**src/design/lxyz_pkg.sv**
```systemverilog
`default_nettype none
package lxyz_pkg;

  localparam int BLOCKS_PER_PACKET = 12;
  localparam int MAX_LASERS        = 32;
  localparam int LASER_W           = $clog2(MAX_LASERS);

  localparam logic [27:0] RAD_K         = 28'd191900981;
  localparam logic [9:0]  NS_PER_US     = 10'd1000;
  localparam logic [15:0] STRIDE_NS     = 16'd55296;
  localparam logic [19:0] PKT_STRIDE_NS = 20'(BLOCKS_PER_PACKET * 55296);
  localparam logic [15:0] DEG_360       = 16'd36000;
  localparam logic [15:0] DEG_90        = 16'd9000;
  localparam logic [15:0] DEG_180       = 16'd18000;
  localparam logic [15:0] DEG_270       = 16'd27000;
  localparam logic [13:0] DEG_45        = 14'd4500;
  localparam logic [30:0] Q_ONE         = 31'h4000_0000;
  localparam logic [19:0] POS_LIMIT     = 20'd524280;

  // Horner divisors and their reciprocals scaled by 2^31
  localparam int NSTEP = 5;
  localparam int NSIN  = 4;
  localparam logic [6:0]  KC [NSTEP] = '{7'd90, 7'd56, 7'd30, 7'd12, 7'd2};
  localparam logic [6:0]  KS [NSIN]  = '{7'd72, 7'd42, 7'd20, 7'd6};
  localparam logic [30:0] MC [NSTEP] = '{
    31'((64'd1 << 31) / 64'd90), 31'((64'd1 << 31) / 64'd56),
    31'((64'd1 << 31) / 64'd30), 31'((64'd1 << 31) / 64'd12),
    31'((64'd1 << 31) / 64'd2)};
  localparam logic [30:0] MS [NSIN] = '{
    31'((64'd1 << 31) / 64'd72), 31'((64'd1 << 31) / 64'd42),
    31'((64'd1 << 31) / 64'd20), 31'((64'd1 << 31) / 64'd6)};

  // angle reduce, x, x^2, horner steps, quadrant map
  localparam int TRIG_LAT = 3 + 3 * NSTEP + 1;

  localparam int FIFO_DEPTH = 4;
  localparam int FIFO_AW    = $clog2(FIFO_DEPTH);

  typedef enum logic {
    OP_CONVERT = 1'b0,
    OP_WRITE   = 1'b1
  } op_e;

  typedef struct packed {
    logic [15:0] az;
    logic [15:0] va;
    logic [15:0] range_raw;
    logic [7:0]  inten;
    logic [31:0] tus;
    logic [3:0]  blk;
    logic [11:0] pkt;
  } item_t;

  typedef struct packed {
    logic [19:0] x;
    logic [19:0] y;
    logic [19:0] z;
    logic [7:0]  inten;
    logic [41:0] ts;
  } point_t;

endpackage
`default_nettype wire

```
**src/design/lxyz_front.sv**
```systemverilog
`default_nettype none
module lxyz_front (
  input  logic              clk_i,
  input  logic              rst_ni,
  input  logic              cfg_we_i,
  input  logic [5:0]        cfg_wdata_i,
  input  logic              s_valid_i,
  output logic              s_ready_o,
  input  logic [111:0]      s_data_i,
  input  logic              s_user_i,
  output lxyz_pkg::item_t   item_o,
  output logic              item_valid_o,
  input  logic              item_ready_i
);

  logic [5:0]                    lc_q;
  logic signed [14:0]            vtab_q [lxyz_pkg::MAX_LASERS];
  logic                          fv_q, fv_d;
  lxyz_pkg::item_t               item_q, item_d;
  lxyz_pkg::op_e                 op;
  logic                          acc, conv;
  logic [4:0]                    ch;
  logic [15:0]                   az, range_raw;
  logic signed [14:0]            va_in, vt;
  logic [5:0]                    rem;
  logic [10:0]                   dv;
  logic [lxyz_pkg::LASER_W-1:0]  laser;
  logic signed [16:0]            vs;

  assign op        = lxyz_pkg::op_e'(s_user_i);
  assign ch        = s_data_i[20:16];
  assign az        = s_data_i[36:21];
  assign range_raw = s_data_i[52:37];
  assign va_in     = s_data_i[107:93];

  assign s_ready_o    = !fv_q || item_ready_i;
  assign acc          = s_valid_i && s_ready_o;
  assign conv         = acc && (op == lxyz_pkg::OP_CONVERT) && (range_raw != '0);
  assign item_o       = item_q;
  assign item_valid_o = fv_q;

  // channel modulo laser count, restoring subtract
  always_comb begin
    rem = {1'b0, ch};
    dv  = '0;
    for (int k = 4; k >= 0; k--) begin
      dv = 11'(lc_q) << k;
      if (11'(rem) >= dv) begin
        rem = 6'(11'(rem) - dv);
      end
    end
    laser = (lc_q == '0) ? '0 : rem[lxyz_pkg::LASER_W-1:0];
  end

  always_comb begin
    vt = vtab_q[laser];
    vs = 17'(vt) + ((vt < 0) ? 17'sd36000 : 17'sd0);
    item_d.az        = (az >= lxyz_pkg::DEG_360) ? (az - lxyz_pkg::DEG_360) : az;
    item_d.va        = vs[15:0];
    item_d.range_raw = range_raw;
    item_d.inten     = s_data_i[60:53];
    item_d.tus       = s_data_i[92:61];
    item_d.blk       = s_data_i[15:12];
    item_d.pkt       = s_data_i[11:0];
  end

  always_comb begin
    fv_d = fv_q;
    if (conv) begin
      fv_d = 1'b1;
    end else if (acc) begin
      fv_d = 1'b0;
    end else if (item_ready_i) begin
      fv_d = 1'b0;
    end
  end

  always_ff @(posedge clk_i) begin
    if (acc && op == lxyz_pkg::OP_WRITE) begin
      vtab_q[ch[lxyz_pkg::LASER_W-1:0]] <= va_in;
    end
    if (conv) begin
      item_q <= item_d;
    end
  end

  always_ff @(posedge clk_i or negedge rst_ni) begin
    if (!rst_ni) begin
      lc_q <= 6'd16;
      fv_q <= 1'b0;
    end else begin
      fv_q <= fv_d;
      if (cfg_we_i) begin
        lc_q <= cfg_wdata_i;
      end
    end
  end

endmodule
`default_nettype wire

```
**config.mk**
```make
export PLATFORM = sky130hd
export DESIGN_NAME = lxyz_front
export DESIGN_NICKNAME = d
export VERILOG_FILES = /design/src/design/lxyz_pkg.sv /design/src/design/lxyz_front.sv
export SDC_FILE = /design/constraint.sdc
export NUM_CORES = 1
export LEC_CHECK = 0
export CORE_MARGIN = 10
export CORE_UTILIZATION = 60
export CTS_CLUSTER_SIZE = 40
export DETAILED_ROUTE_END_ITERATION = 7
export DONT_BUFFER_PORTS = 1
export GPL_TIMING_DRIVEN = 0
export PLACE_DENSITY = 0.83
export SYNTH_ARGS = -nofsm -noshare
export SYNTH_HDL_FRONTEND = slang
export SYNTH_SLANG_ARGS = --single-unit
```
**constraint.sdc**
```tcl
create_clock -name clk_i -period 10.5 [get_ports clk_i]
set_input_delay 0.525 -clock clk_i [delete_from_list [all_inputs] [get_ports clk_i]]
set_output_delay 0.525 -clock clk_i [all_outputs]
set_load 0.005 [all_outputs]
```
==> reports/summary.md <==
The floorplan step defined a die boundary enclosing 49990 um^2. The worst hold path belongs to the class input port to flip-flop. The wire length per cell after detailed routing is 28.52 um. A synthesized cell averages 14.62 um^2.

The first routing iteration left 2405 violations. The worst-path maximum fanout came out at 11. Registers take 17720 um^2.

Number of global-route vias before repair: 15620. Sorting the synthesized cells by how often they occur yields sky130_fd_sc_hd__edfxtp_1, sky130_fd_sc_hd__nand2_1, sky130_fd_sc_hd__mux2i_1, sky130_fd_sc_hd__nand3_1, sky130_fd_sc_hd__nor2_1. Summing every instance area after synthesis gives 24870 um^2. The tools report the smallest hold slack as 0.01232 ns. The worst setup path is launched from a flip-flop. Final setup violation count: 0. For this run, the top clock speed supported by timing is 97.13 MHz. Buffers placed on the I/O ports in this run total 0.

Summed over all nets, the switching power comes to 3.792 mW. Counting cells, the worst reg-to-reg path comes to 40. Sorting the synthesized cells by area gives the leading types as sky130_fd_sc_hd__edfxtp_1, sky130_fd_sc_hd__mux2i_1, sky130_fd_sc_hd__nand2_1, sky130_fd_sc_hd__nand3_1, sky130_fd_sc_hd__mux2_2. Sequential cells were found to cover 71.23% of the synthesized design area. The worst hold path was traced through 0 stages.

Global routing consumed, over all layers together, 26.53% of the routing resources. The tool flagged a number of max-cap violations equal to 0. The share of the cycle needed by the critical path after routing is 98.05%, and the die width is 223.6 um. In the synthesized netlist the async set-or-reset flop fraction comes to 1.184%.

The floorplan has 74 rows. The critical path's largest stage delay came out at 0.44 ns. Counting along the longest clock path gives a buffer depth of 3.

The portion of total power attributed to combinational logic is 49.6%, and the post-synthesis sequential element count is 591. After synthesis, the largest area contributor takes up 70.52% of total cell area. Most frequently used cell type in the post-synthesis netlist: sky130_fd_sc_hd__edfxtp_1.

The tools report the initial antenna violation count as 2. The CTS root buffer was sky130_fd_sc_hd__clkbuf_16. Yosys mapped a number of flops with a built-in enable equal to 584. Summed over all cells, the static leakage comes to 10.07 nW. The logs give 20.2% for the clock group share of total power and 0 for the count of antenna-violating nets left after detailed routing. The count of fill cells added during filler insertion is 2425. The logs give 6761 um^2 for the area of the multi-input gates and 6 for the first-pass detailed-route iteration total. Summed over all layers, the routed wires come to 69100 um. The number of nets in the synthesized netlist is 1852. The clock period could shrink to 10.30 ns. Measured against its own limit, the worst slew margin works out to 10.18%.

Critical-path cell with the highest stage delay: sky130_fd_sc_hd__a32oi_2. The type of destination of the critical path is a flip-flop. The detailed-route vias per instance is 6.632, and the pin count of the biggest net entering global routing is 67. The die height came out at 223.6 um. VDD sags by at most 0.0002662 V. The area growth from synthesis to layout is 14.63%. The later pin in the worst-skew pair is clocked with a latency of 0.61 ns.

The clock net in this run drives a total of 591 sinks. Detailed routing inserted a total of 16070 vias. For the data required time of the critical path, the log shows 10.91 ns. The final layout net count is 1993. The cell count after synthesis is 1701, and the number of distinct library cell variants in the gate-level netlist after synthesis is 93. Most instantiated flip-flop cell in the synthesis netlist: sky130_fd_sc_hd__edfxtp_1. The register clock-pin slew on the reported worst setup and hold paths came out at 0.07 ns.

At the end of routability-driven placement, the weighted congestion stood at 0.9080. The critical path is of the flip-flop to flip-flop type. The transition time at the pin with the least slew margin is 1.313 ns. For the final database, setup skew stands at 0.02493 ns. TritonCTS built the clock tree. The first global-routing pass estimated 100300 um of wire. For the total internal power, the log shows 5.385 mW. The proportion of power drawn by flip-flops and latches is 30.2%, and the CTS buffer count is 54. The switching power as a share of total power was 41.32%. The cell taking the most area after synthesis was sky130_fd_sc_hd__edfxtp_1. The I/O pin count is 230, and the utilization of the core after routing is 69.66%. The run gives 0 as the final max-slew violation count.

The H-tree was split into 2 levels. In this run the power density over the cells is 321.9 nW/um^2. In this design, the critical path's most frequently occurring cell is sky130_fd_sc_hd__ha_1.

The number of hold violations in the final report was 0; the number of warnings issued by yosys was 0. Once the floorplan was initialized, standard cells occupied 60.76% of the core. The total area inside the core boundary comes to 40920 um^2.

After detailed routing, the number of remaining DRC violations is 0. After legalization and detailed placement, the total HPWL measured 46390 um. The total overflow left after global routing is 0.

The run finished with clean final reports. Cells with a size suffix above 1 make up 15.64% of the layout. Data on the critical path arrives at its endpoint at 10.71 ns.
[power groups by stage]
stage	clock [mW]	combinational (mW)	sequential, mW
after detailed placement	0	4.19	2.83
after global placement	0	4.05	2.83
after floorplan	0	3.02	2.81
after CTS	1.85	4.29	2.78
after global routing	1.94	4.77	2.78
final	1.85	4.55	2.77
[layout make-up]
type | count | area share (%)
Inverter | 27 | 0.3687
Timing Repair Buffer | 86 | 3.946
Clock inverter | 25 | 0.5443
Tap cell | 532 | 2.335
Buffer | 80 | 1.664
Multi-Input combinational cell | 1002 | 23.72
Antenna cell | 5 | 0.04389
Clock buffer | 75 | 5.232
Sequential cell | 591 | 62.15
[cells in the final DEF (no fill, tap or decap), types with 7 or more instances in the layout]
cell,synthesis,layout
sky130_fd_sc_hd__xnor2_1,12,12
sky130_fd_sc_hd__nor2_2,3,34
sky130_fd_sc_hd__nand2_1,293,293
sky130_fd_sc_hd__clkbuf_1,19,35
sky130_fd_sc_hd__dlygate4sd3_1,0,44
sky130_fd_sc_hd__xor2_1,11,11
sky130_fd_sc_hd__nand3_1,137,137
sky130_fd_sc_hd__buf_4,14,23
sky130_fd_sc_hd__o22ai_1,11,10
sky130_fd_sc_hd__nor3_1,13,12
sky130_fd_sc_hd__buf_6,10,11
sky130_fd_sc_hd__ha_1,23,23
sky130_fd_sc_hd__mux2i_1,137,136
sky130_fd_sc_hd__and3_1,30,30
sky130_fd_sc_hd__buf_1,8,8
sky130_fd_sc_hd__inv_1,27,26
sky130_fd_sc_hd__buf_8,0,22
sky130_fd_sc_hd__clkinv_1,0,14
sky130_fd_sc_hd__a211oi_1,13,12
sky130_fd_sc_hd__nand4_1,14,14
sky130_fd_sc_hd__buf_2,30,25
sky130_fd_sc_hd__and2_1,8,8
sky130_fd_sc_hd__o211ai_1,14,14
sky130_fd_sc_hd__clkbuf_16,0,55
sky130_fd_sc_hd__edfxtp_1,584,584
sky130_fd_sc_hd__o21ai_0,29,29
sky130_fd_sc_hd__clkinv_2,0,7
sky130_fd_sc_hd__mux2_2,29,29
sky130_fd_sc_hd__buf_16,0,10
sky130_fd_sc_hd__a21o_1,8,8
sky130_fd_sc_hd__a21oi_1,23,20
sky130_fd_sc_hd__nor2_1,59,27
[per-stage QoR]
step / setup TNS [ns] / cells / power (mW) / area (um^2) / setup slack (ns)
final: 0 / 2423 / 9.177 / 28510 / 0.2044
after global routing: -0.08972 / 2419 / 9.494 / 28500 / -0.08972
after CTS: 0 / 2408 / 8.920 / 28330 / 0.002857
after detailed placement: -1.137 / 2266 / 7.017 / 26230 / -0.4709
after global placement: -0.3766 / 2233 / 6.883 / 25530 / -0.2612
after floorplan: 0 / 1701 / 5.823 / 24870 / 1.447
[path summary, 6_finish.rpt]
kind / from / endpoint / slack, ns
setup reg to reg: lc_q[5]$_DFFE_PN0P_ / item_o[81]$_DFFE_PP_ / 0.20
max in group asynchronous: rst_ni / lc_q[4]$_DFFE_PN1P_ / 9.97
min in group asynchronous: rst_ni / lc_q[3]$_DFFE_PN0P_ / 0.24
hold reg to reg: item_valid_o$_DFFE_PN0P_ / item_valid_o$_DFFE_PN0P_ / 0.59
hold / removal: s_data_i[8] / item_o[8]$_DFFE_PP_ / 0.01
setup / recovery: lc_q[5]$_DFFE_PN0P_ / item_o[81]$_DFFE_PP_ / 0.20
[state kept, by name, indices dropped and copies added, names as in the netlist]
register	flops
item_o	104
lc_q	6
vtab_q	480
item_valid_o	1
[layer usage]
layer	up-vias	track usage, %	routed length, um
met4	0	12.69	3347
met2	1283	43.58	32880
li1	6726	-	-
met5	-	0	0
met3	240	6.876	8434
met1	7821	32.35	24430
[critical path: cells and delay by family (launching register included)]
family | cells | cell delay [ns]
compound gates | 14 | 3.73
mux | 3 | 0.96
xor+xnor | 1 | 0.15
fa+ha+maj | 5 | 1.26
flops | 1 | 0.38
simple gates | 12 | 2.57
buf+inv | 5 | 1.01
[repair_timing]
item | in CTS | in global routing
hold buffers | 42 | 2
setup endpoints to repair | 6 | 13
buffers inserted | 0 | 9
pin swaps | 0 | 6
resized for setup | 6 | 18
hold endpoints to repair | 54 | 7
[cell families (layout without fill, tap and decap cells)]
family                     after synthesis  in the layout  synth area share (%)
AOI/OAI and AO/OA                      187            187                 5.902
and+or+nand+nor                        594            594                 11.11
other                                    0              5                     0
muxes                                  171            171                 7.175
xor gates and xnor gates                23             23                0.8101
buffers and inverters                  108            293                 2.294
DFF                                    591            591                 71.23
adders and majority gates               27             27                 1.479
(Power assumes the default switching activity.)
