[src/design/lxyz_pkg.sv]
`default_nettype none
package lxyz_pkg;

  localparam int BLOCKS_PER_PACKET = 12;
  localparam int MAX_LASERS        = 32;
  localparam int LASER_W           = $clog2(MAX_LASERS);

  localparam logic [27:0] RAD_K         = 28'd191900981;
  localparam logic [9:0]  NS_PER_US     = 10'd1000;
  localparam logic [15:0] STRIDE_NS     = 16'd55296;
  localparam logic [19:0] PKT_STRIDE_NS = 20'(BLOCKS_PER_PACKET * 55296);
  localparam logic [15:0] DEG_360       = 16'd36000;
  localparam logic [15:0] DEG_90        = 16'd9000;
  localparam logic [15:0] DEG_180       = 16'd18000;
  localparam logic [15:0] DEG_270       = 16'd27000;
  localparam logic [13:0] DEG_45        = 14'd4500;
  localparam logic [30:0] Q_ONE         = 31'h4000_0000;
  localparam logic [19:0] POS_LIMIT     = 20'd524280;

  // Horner divisors and their reciprocals scaled by 2^31
  localparam int NSTEP = 5;
  localparam int NSIN  = 4;
  localparam logic [6:0]  KC [NSTEP] = '{7'd90, 7'd56, 7'd30, 7'd12, 7'd2};
  localparam logic [6:0]  KS [NSIN]  = '{7'd72, 7'd42, 7'd20, 7'd6};
  localparam logic [30:0] MC [NSTEP] = '{
    31'((64'd1 << 31) / 64'd90), 31'((64'd1 << 31) / 64'd56),
    31'((64'd1 << 31) / 64'd30), 31'((64'd1 << 31) / 64'd12),
    31'((64'd1 << 31) / 64'd2)};
  localparam logic [30:0] MS [NSIN] = '{
    31'((64'd1 << 31) / 64'd72), 31'((64'd1 << 31) / 64'd42),
    31'((64'd1 << 31) / 64'd20), 31'((64'd1 << 31) / 64'd6)};

  // angle reduce, x, x^2, horner steps, quadrant map
  localparam int TRIG_LAT = 3 + 3 * NSTEP + 1;

  localparam int FIFO_DEPTH = 4;
  localparam int FIFO_AW    = $clog2(FIFO_DEPTH);

  typedef enum logic {
    OP_CONVERT = 1'b0,
    OP_WRITE   = 1'b1
  } op_e;

  typedef struct packed {
    logic [15:0] az;
    logic [15:0] va;
    logic [15:0] range_raw;
    logic [7:0]  inten;
    logic [31:0] tus;
    logic [3:0]  blk;
    logic [11:0] pkt;
  } item_t;

  typedef struct packed {
    logic [19:0] x;
    logic [19:0] y;
    logic [19:0] z;
    logic [7:0]  inten;
    logic [41:0] ts;
  } point_t;

endpackage
`default_nettype wire

[src/design/lxyz_fifo.sv]
`default_nettype none
module lxyz_fifo (
  input  logic                clk_i,
  input  logic                rst_ni,
  input  logic                push_i,
  input  lxyz_pkg::item_t     item_i,
  output logic                ready_o,
  input  logic                pop_i,
  output lxyz_pkg::item_t     item_o,
  output logic                valid_o
);

  lxyz_pkg::item_t                mem_q [lxyz_pkg::FIFO_DEPTH];
  logic [lxyz_pkg::FIFO_AW-1:0]   wp_q, rp_q;
  logic [lxyz_pkg::FIFO_AW:0]     cnt_q;

  assign ready_o = cnt_q != (lxyz_pkg::FIFO_AW+1)'(lxyz_pkg::FIFO_DEPTH);
  assign valid_o = cnt_q != '0;
  assign item_o  = mem_q[rp_q];

  always_ff @(posedge clk_i) begin
    if (push_i) begin
      mem_q[wp_q] <= item_i;
    end
  end

  always_ff @(posedge clk_i or negedge rst_ni) begin
    if (!rst_ni) begin
      wp_q  <= '0;
      rp_q  <= '0;
      cnt_q <= '0;
    end else begin
      if (push_i) begin
        wp_q <= wp_q + 1'b1;
      end
      if (pop_i) begin
        rp_q <= rp_q + 1'b1;
      end
      if (push_i && !pop_i) begin
        cnt_q <= cnt_q + 1'b1;
      end else if (!push_i && pop_i) begin
        cnt_q <= cnt_q - 1'b1;
      end
    end
  end

endmodule
`default_nettype wire

[config.mk]
export PLATFORM = sky130hd
export DESIGN_NAME = lxyz_fifo
export DESIGN_NICKNAME = d
export VERILOG_FILES = /design/src/design/lxyz_pkg.sv /design/src/design/lxyz_fifo.sv
export SDC_FILE = /design/constraint.sdc
export NUM_CORES = 1
export LEC_CHECK = 0
export BUFFER_PORTS_ARGS = -buffer_cell sky130_fd_sc_hd__buf_2
export CAP_MARGIN = 10
export CORE_ASPECT_RATIO = 2
export CORE_MARGIN = 2
export CORE_UTILIZATION = 39
export DETAILED_ROUTE_END_ITERATION = 12
export HOLD_SLACK_MARGIN = 0.12
export SLEW_MARGIN = 5
export SYNTH_ARGS = -nofsm -noshare
export SYNTH_HDL_FRONTEND = slang
export SYNTH_SLANG_ARGS = --single-unit
[constraint.sdc]
create_clock -name clk_i -period 8.95 [get_ports clk_i]
set_clock_uncertainty 0.15 [all_clocks]
set_input_delay 0.895 -clock clk_i [delete_from_list [all_inputs] [get_ports clk_i]]
set_output_delay 0.895 -clock clk_i [all_outputs]
set_load 0.05 [all_outputs]
==> run_results.csv, run 1 <==
group,metric,value,unit
outcome,status,"finished, final reports clean",
min_path,hold_start,"cnt_q[2]",
clocking,post-cts-setup-buffers,0,
sta,finalCriticalPeriod,4190,ps
clocking,htreeDepth,2,
route,drt_wl_total,29.2,mm
placed_design,dp_cells,1300,
clocking,clockBufferDepth,3,
layout,fin_util,46.5,%
sta,fin_crit_sh,46.8,%
clocking,root_buffer,"clkbuf_16",
synthesis,ys_types,19,
worst_setup_path,rr_startpoint,"wp_q[1]",
layout,drive_gt1_share,45.7,%
floorplanning,dieHeight,285,um
global_routing,grt_pass1_vias,7439,
synthesis,seq_area_frac_synth,82.3,%
job,cap_viol_max_count,0,
layout,final_cells,1368,
floorplanning,pin_count,214,
floorplanning,fp-row-count,103,
global_routing,grt_overflow_total,0,
power_and_ir_drop,p_leak,6.14,nW
synthesis,synth_fp_nets,693,
layout,syn_to_final_growth,18.4,%
worst_setup_path,path_class,"reg -> out",
sta,fin_setup_tns,0,ps
placed_design,place_congestion,0.681,
placed_design,hpwl,17.1,mm
synthesis,synth_cells,579,
worst_setup_path,arrival,3150,ps
worst_setup_path,reg2regPathDepth,4,
worst_setup_path,startpoint,"rp_q[0]",
power_and_ir_drop,p_per_area,376,nW/um^2
worst_setup_path,critPathLaunchType,"register",
min_path,min_path_cells,1,
clocking,cts.sinks,423,
global_routing,grt_max_degree,66,
sta,finalMaxSlewViolations,0,
floorplanning,initial_utilization,39.3,%
route,wl_per_cell,21.4,um
clocking,clk_pin_slew,60,ps
worst_setup_path,critical_path_required,7910,ps
worst_setup_path,path_max_fanout,43,
route,drc,0,
route,viasPerCell,4.98,
layout,fin_nets,930,
global_routing,grt_pass1_wl,43.8,mm
power_and_ir_drop,ir_worst_vdd,0.217,mV
sta,slew_headroom,35.1,%
layout,nFillCells,3329,
route,first_pass_iters,4,
sta,tightest_slew,973,ps
route,drt_iter0_drc,409,
worst_setup_path,r2r_slack,6180,ps
clocking,cts_tree,"yes",
synthesis,syn_area,15400,sq um
global_routing,antenna_found_initial,7,
worst_setup_path,crit_path_end_kind,"primary output",
worst_setup_path,regToRegEndpoint,"mem_q[1][79]",
sta,rsz0062_at_grt,"false",
global_routing,grt.total_usage,14.2,%
floorplanning,die_x,144,um
min_path,hold_path_end,"cnt_q[2]",
floorplanning,die_area,41200,sq um
synthesis,yosysWarnings,0,
route,drtAntennaViolNets,0,
sta,setup_viol,0,
clocking,cts_resized,0,
floorplanning,core,39200,sq um
clocking,insertion_delay,530,ps
clocking,cts_buffers,38,
route,routed-via-count,6811,
synthesis,avgSynthCellArea,26.6,sq um
sta,fmax,0.239,GHz
synthesis,ys_ff_latch,423,
min_path,hp-class,"reg -> reg",
sta,finalHoldViolCount,0,
placed_design,port_buffers,213,
[worst max-delay path, cell delays in order, from the launching register on]
cell and delay, ps:
dfrtp_4 1010, buf_4 710, mux4_2 600, buf_2 230
[state kept, by name, indices dropped and copies added, names as in the netlist]
| register | flops |
|---|---|
| rp_q | 2 |
| wp_q | 2 |
| cnt_q | 3 |
| mem_q | 416 |
[power by group]
group	leakage, nW	total [W]	switching (W)	internal, W
combinational	1.66	0.00254	0.00179	0.000749
sequential	3.90	0.00277	0.000179	0.00259
clock	0.577	0.00154	0.000680	0.000863
total	6.14	0.00686	0.00265	0.00421
[how the worst max path moves through the flow]
stage	endpoint	slack (ps)
after global placement	item_o[101]	5200
final	item_o[53]	4760
after CTS	item_o[56]	4570
after detailed placement	item_o[56]	5190
after floorplan	mem_q[3][0]	5030
after global routing	item_o[67]	4440
[cells in the mapped netlist, drive strengths merged]
master | count | area, sq um
xnor2 | 2 | 17.5
mux2 | 1 | 11.3
inv | 4 | 15.0
clkbuf | 4 | 15.0
o21ai | 1 | 5.00
edfxtp | 416 | 12500
xor2 | 4 | 35.0
nand2 | 3 | 11.3
or3 | 1 | 6.26
ha | 5 | 62.6
nor2 | 2 | 7.51
mux4 | 104 | 2340
and2 | 4 | 25.0
fa | 1 | 20.0
dfrtp | 7 | 175
buf | 20 | 149
[routing by layer]
layer	track usage [%]	vias to the layer above	routed length [um]
met2	23.2	248	14400
met5	0	-	82
met4	4.25	12	644
met3	5.51	50	2680
met1	17.5	3532	11400
li1	-	2969	-
[logic make-up after synthesis]
| logic type | Yosys count | share of synthesized area (%) |
|---|---|---|
| compound gates | 1 | 0.0325 |
| xor+xnor | 6 | 0.341 |
| fa+ha+maj | 6 | 0.537 |
| buf+inv | 28 | 1.16 |
| flops | 423 | 82.3 |
| mux | 105 | 15.3 |
| simple gates | 10 | 0.325 |
[placed cells by master, fill, tap and decap left out, drive strengths merged]
cell type	count
inv	5
mux2	1
ha	5
buf	220
xnor2	2
xor2	4
nor2	2
edfxtp	416
or3	1
clkinv	17
clkinvlp	2
mux4	104
fa	1
and2	4
dfrtp	7
diode	1
clkbuf	45
o21ai	1
dlygate4sd3	1
bufinv	1
nand2	3
[through the flow]
stage	hold WS [ps]	instance area [sq um]	power [W]	setup slack [ps]
finish	341	18200	0.00686	4760
global route	367	18200	0.00718	4440
CTS	334	18200	0.00699	4570
detailed placement	325	17000	0.00542	5190
global placement	326	17000	0.00540	5200
floorplan	305	15400	0.00485	5030
[area by class of cell]
class / count / area, sq um / area share (%)
tap: 525 / 657 / 3.61
timing repair buffer: 221 / 1130 / 6.20
inverter: 4 / 15.0 / 0.0824
antenna: 1 / 2.50 / 0.0137
sequential: 423 / 12700 / 69.6
multi-input combinational: 128 / 2550 / 14.0
clock buffer: 45 / 1040 / 5.71
clock inverter: 21 / 144 / 0.790
[repair_timing]
action | CTS | global route
hold endpoints to repair | 7 | 0
hold buffers | 1 | 0
endpoints found under the setup margin | 0 | 0
(Power assumes the default switching activity.)
==> run 2: changes to the inputs <==
ABC_AREA = 1   (was default)
clock period = 4.3 ns   (was 8.95 ns; I/O delays follow)
==> run 2 against run 1 <==
Net effect: combinational power grew to 2.7 times the previous value; clock-buffer cell count grew 2; clock power grew 110%; setup slack lost 3900 ps; final area grew 13%; via count grew 52%; sequential cell count is the same; largest cell class unchanged; largest power group is now combinational logic; highest routed layer unchanged.
==> run_results.csv, run 2 <==
group,metric,value,unit
sta,fin_ws,873,ps
route,wl_met2,19.4,mm
synthesis,syn_area,16800,sq um
sta,finalMaxSlewViolations,0,
power_and_ir_drop,p_leak,8.22,nW
global_routing,grt_pass1_wl,55.3,mm
power_and_ir_drop,ir_worst_vdd,0.668,mV
sta,rsz0062_at_grt,"false",
sta,slew_headroom,48.0,%
sta,fin_crit_sh,79.7,%
clocking,root_buffer,"clkbuf_16",
route,drt_wl_total,36.0,mm
layout,drive_gt1_share,18.1,%
synthesis,post_synth_main_area_contributors,"edfxtp_1, o211ai_1, nand2_1",
global_routing,grt_max_degree,92,
synthesis,synthAdderAreaFrac,0.493,%
synthesis,async_flop_share,1.65,%
route,m1WireLength,13.4,mm
clocking,post-cts-setup-buffers,0,
worst_setup_path,arrival,2850,ps
clocking,clockBufferDepth,3,
layout,fin_util,48.7,%
synthesis,yosysTopAreaCellShare,74.6,%
layout,multi_input_area,2920,sq um
floorplanning,fp-row-count,107,
placed_design,port_buffers,213,
clocking,cts_tree,"yes",
sta,fmax,0.292,GHz
synthesis,synth_fp_nets,1376,
synthesis,yosys-top-cells-count,"edfxtp_1, nand2_1, inv_1",
route,wl_per_cell,16.8,um
route,drtAntennaViolNets,0,
synthesis,synth_cells,1262,
job,cap_viol_max_count,0,
layout,largest_reg_flops,416,
clocking,cts_buffers,37,
worst_setup_path,path_class,"reg -> out",
synthesis,ys_types,17,
sta,finalCriticalPeriod,3430,ps
clocking,clk_pin_slew,60,ps
global_routing,grt.total_usage,16.1,%
floorplanning,core,42400,sq um
route,viasPerCell,4.82,
route,first_pass_iters,4,
layout,final_cell_mix,"edfxtp_1, nand2_1, inv_1",
worst_setup_path,critPathLaunchType,"register",
clocking,insertion_delay,510,ps
synthesis,synth.most_common_cell,"edfxtp_1",
layout,final_common_cell,"edfxtp_1",
sta,setup_viol,0,
layout,final-seq-area,12700,sq um
clocking,cts_resized,0,
global_routing,antenna_found_initial,2,
clocking,cts_hold_buf,108,
route,drc,0,
sta,fin_setup_tns,0,ps
synthesis,avgSynthCellArea,13.3,sq um
synthesis,yosysWarnings,0,
layout,nFillCells,3632,
synthesis,seq_area_frac_synth,75.6,%
floorplanning,dieHeight,297,um
floorplanning,die_x,151,um
layout,fin_nets,1685,
worst_setup_path,crit_path_end_kind,"primary output",
clocking,htreeDepth,2,
floorplanning,pin_count,214,
clocking,cts.sinks,423,
sta,tightest_slew,780,ps
floorplanning,initial_utilization,39.5,%
route,drt_iter0_drc,430,
min_path,hp-class,"reg -> reg",
worst_setup_path,r2r_slack,2010,ps
placed_design,post-place-ws,1360,ps
outcome,status,"finished, final reports clean",
synthesis,synth-compound-area-share,9.38,%
layout,top_register,"mem_q",
placed_design,hpwl,21.0,mm
route,highest_layer,"met5",
synthesis,ys_ff_latch,423,
placed_design,placed_area,18400,sq um
synthesis,synth_edf_count,416,
floorplanning,die_area,44700,sq um
synthesis,synth_xor_area_share,0.209,%
route,dr_wl_met3,1.67,mm
placed_design,place_congestion,0.744,
synthesis,synth_top_family_by_area,"compound AO/OA/AOI/OAI gates",
sta,finalHoldViolCount,0,
worst_setup_path,critical_path_required,3720,ps
synthesis,synth_ff_type,"edfxtp_1",
synthesis,synthSimpleGateAreaFrac,7.36,%
worst_setup_path,path_max_fanout,54,
global_routing,grt_overflow_total,0,
global_routing,grt_pass1_vias,10484,
layout,stdcell_area,20700,sq um
power_and_ir_drop,p_per_area,764,nW/um^2
route,routed-via-count,10329,
layout,syn_to_final_growth,23.3,%
synthesis,yosysTopAreaCell,"edfxtp_1",
sta,hold_ws,364,ps
synthesis,yosys-mux-area-fraction,0,%
layout,reg_top3,"mem_q: 416 flops, cnt_q: 3 flops",
-- run 2: changes by cell type after synthesis, sizes merged, moves of 2 or more --
| cell | delta |
|---|---|
| and2 | -4 |
| buf | +24 |
| clkbuf | +22 |
| inv | +218 |
| mux4 | -104 |
| nand2 | +320 |
| nand3 | +3 |
| nor2 | -2 |
| o211ai | +208 |
-- run 2: worst paths after layout --
| check | from | to | depth (start not counted) |
|---|---|---|---|
| hold / removal | cnt_q[2] | cnt_q[2] | 2 |
| hold reg to reg | cnt_q[2] | cnt_q[2] | 2 |
| max in group asynchronous | rst_ni | rp_q[1] | 3 |
| min in group asynchronous | rst_ni | cnt_q[2] | 3 |
| setup / recovery | rp_q[1] | item_o[3] | 4 |
| setup reg to reg | wp_q[0] | mem_q[0][57] | 5 |
-- run 2: layer usage --
metal	global-route usage, %	vias to the layer above
met5	0	-
met4	7.68	2
met3	2.61	86
met2	30.3	271
met1	17.0	4973
li1	-	4997
-- run 2: cell families (layout without fill, tap and decap cells) --
group	Yosys count	count (layout)
other	0	1
AND/OR/NAND/NOR	327	327
buffers and inverters	292	626
AO/OA/AOI/OAI	210	210
flip-flops	423	423
adder cells (fa/ha/maj)	6	6
XOR/XNOR	4	4
-- run 2: critical path, cell delays in order, from the launching register on --
cell,delay [ps]
dfrtp_4,910
buf_4,680
o211ai_1,180
nand2_1,140
buf_2,270
-- run 2: area by class of cell --
type / count / share of cell area, %
Antenna cell: 1 / 0.0121
Clock inverter: 17 / 0.709
Clock buffer: 47 / 4.87
Multi-Input combinational cell: 547 / 14.1
Sequential cell: 423 / 61.4
Inverter: 222 / 4.09
Tap cell: 545 / 3.30
Timing Repair Buffer: 340 / 11.5
-- run 2: where the power goes --
group          internal (W)  total (W)  switching [W]
logic               0.00157    0.00685        0.00528
registers           0.00539    0.00576       0.000365
clock network       0.00178    0.00318        0.00140
-- run 2: stage by stage --
stage | power [W] | std cells
after floorplan | 0.0109 | 1262
after global placement | 0.0127 | 1969
after detailed placement | 0.0127 | 1969
after CTS | 0.0160 | 2141
after global routing | 0.0166 | 2142
final | 0.0158 | 2142
==> run 3: changes to the inputs <==
clock period = 2.8 ns   (was 4.3 ns; I/O delays follow)
==> run 3 against run 2 <==
Net effect: setup slack worse by 680 ps; clock-buffer cell count is 1 lower; first-iteration DRC count is 7.4% higher; sequential cell count stayed put; final area is 1.3% higher; sequential power is 50% higher; non-clock buffer count is 11 higher; die area stayed put; power is 56% higher; combinational power is 59% higher; critical path type unchanged; largest power group unchanged.
==> run_results.csv, run 3 (synthesized netlist as in run 2, its figures left out) <==
group,metric,value,unit
outcome,status,"finished, final reports clean",
sta,slew_headroom,52.0,%
route,routed-via-count,10165,
floorplanning,initial_utilization,39.5,%
job,cap_viol_max_count,0,
layout,final_common_cell,"edfxtp_1",
worst_setup_path,path_class,"reg -> out",
floorplanning,core,42400,sq um
route,wl_met2,20.2,mm
sta,rsz0062_at_grt,"false",
floorplanning,fp-row-count,107,
route,drt_iter0_drc,462,
layout,syn_to_final_growth,24.9,%
global_routing,grt_pass1_wl,55.7,mm
clocking,cts_hold_buf,108,
route,viasPerCell,4.71,
worst_setup_path,crit_path_end_kind,"primary output",
layout,n_antenna_cell,0,
power_and_ir_drop,sequentialPowerShare,35.0,%
power_and_ir_drop,ir_worst_vdd,0.970,mV
clocking,insertion_delay,540,ps
clocking,clockBufferDepth,3,
global_routing,grt_max_degree,105,
clocking,root_buffer,"clkbuf_16",
route,drt_wl_total,35.9,mm
sta,setup_viol,0,
sta,finalMaxSlewViolations,0,
layout,reg_top3,"mem_q: 416 flops, cnt_q: 3 flops",
power_and_ir_drop,p_per_area,1180,nW/um^2
clocking,cts_resized,0,
worst_setup_path,arrival,2180,ps
power_and_ir_drop,p_switching,0.0109,W
floorplanning,pin_count,214,
sta,fmax,0.383,GHz
global_routing,grt.total_usage,16.2,%
layout,nFillCells,3606,
floorplanning,dieHeight,297,um
power_and_ir_drop,clockPowerShare,20.9,%
sta,fin_ws,191,ps
floorplanning,die_x,151,um
min_path,hp-class,"in -> reg",
layout,largest_reg_flops,416,
layout,final_cells,2157,
worst_setup_path,critical_path_required,2370,ps
power_and_ir_drop,internal_power,0.0138,W
route,m1WireLength,13.3,mm
route,drtAntennaViolNets,0,
placed_design,dp_cells,1980,
clocking,post-cts-setup-buffers,0,
sta,fin_setup_tns,0,ps
power_and_ir_drop,power_frac_comb,44.2,%
sta,tightest_slew,720,ps
layout,final_cell_mix,"edfxtp_1, nand2_1, inv_1",
layout,drive_gt1_share,18.9,%
power_and_ir_drop,p_leak,8.33,nW
sta,finalHoldViolCount,0,
placed_design,place_congestion,0.742,
sta,finalCriticalPeriod,2610,ps
layout,top_register,"mem_q",
global_routing,grt_overflow_total,0,
clocking,htreeDepth,2,
route,highest_layer,"met4",
global_routing,grt_pass1_vias,10388,
power_and_ir_drop,netSwitchingFraction,44.2,%
worst_setup_path,path_max_fanout,23,
placed_design,port_buffers,213,
route,dr_wl_met3,1.30,mm
clocking,cts_buffers,39,
clocking,cts_tree,"yes",
clocking,cts.sinks,423,
sta,fin_crit_sh,93.2,%
worst_setup_path,critPathLaunchType,"register",
clocking,clk_pin_slew,70,ps
route,first_pass_iters,5,
global_routing,antenna_found_initial,0,
floorplanning,die_area,44700,sq um
placed_design,hpwl,21.8,mm
placed_design,post-place-ws,635,ps
layout,fin_nets,1698,
route,drc,0,
route,wl_per_cell,16.6,um
[run 3: worst paths after layout]
kind                                 to  depth (start not counted)  slack (ps)      start
max                          item_o[97]                          5         190    rp_q[1]
min                         mem_q[3][6]                          2         340  item_i[6]
max reg2reg                mem_q[1][57]                          4         670    wp_q[0]
min reg2reg                    cnt_q[2]                          2         350   cnt_q[2]
max in group asynchronous       rp_q[1]                          3        1630     rst_ni
min in group asynchronous       wp_q[0]                          3         560     rst_ni
[run 3: per-stage QoR]
step                      util, %  power [W]  cell area, sq um  hold slack [ps]
final                        49.3     0.0247             20900              344
after global routing         49.3     0.0261             20900              328
after CTS                    49.3     0.0251             20900              307
after detailed placement     43.8     0.0198             18600            -9.87
after global placement       43.8     0.0196             18600            -13.8
after floorplan                 -     0.0167             16800             -166
[run 3: cell type report]
| cell class | count | area, sq um | area share [%] |
|---|---|---|---|
| Inverter | 222 | 851 | 4.07 |
| Tap cell | 545 | 682 | 3.26 |
| Sequential cell | 423 | 12700 | 60.6 |
| Clock buffer | 46 | 1020 | 4.89 |
| Multi-Input combinational cell | 547 | 2920 | 14.0 |
| Timing Repair Buffer | 351 | 2560 | 12.2 |
| Clock inverter | 23 | 214 | 1.02 |
[run 3: critical path, cell delays in order, from the launching register on]
cell	delay (ps)
dfrtp_4	500
inv_4	280
buf_4	310
o211ai_1	130
nand2_1	120
buf_2	290
[run 3: power groups by stage]
stage | Sequential, W | Clock (W) | Combinational [W]
6_report | 0.00863 | 0.00516 | 0.0109
5_1_grt | 0.00873 | 0.00554 | 0.0118
4_1_cts | 0.00865 | 0.00532 | 0.0111
3_5_place_dp | 0.00878 | 0 | 0.0110
3_3_place_gp | 0.00874 | 0 | 0.0109
2_1_floorplan | 0.00867 | 0 | 0.00806
[run 3: metal layers]
metal	global-route usage (%)	vias up
met4	5.88	0
li1	-	5029
met2	31.7	218
met5	0	-
met1	17.0	4865
met3	2.10	53
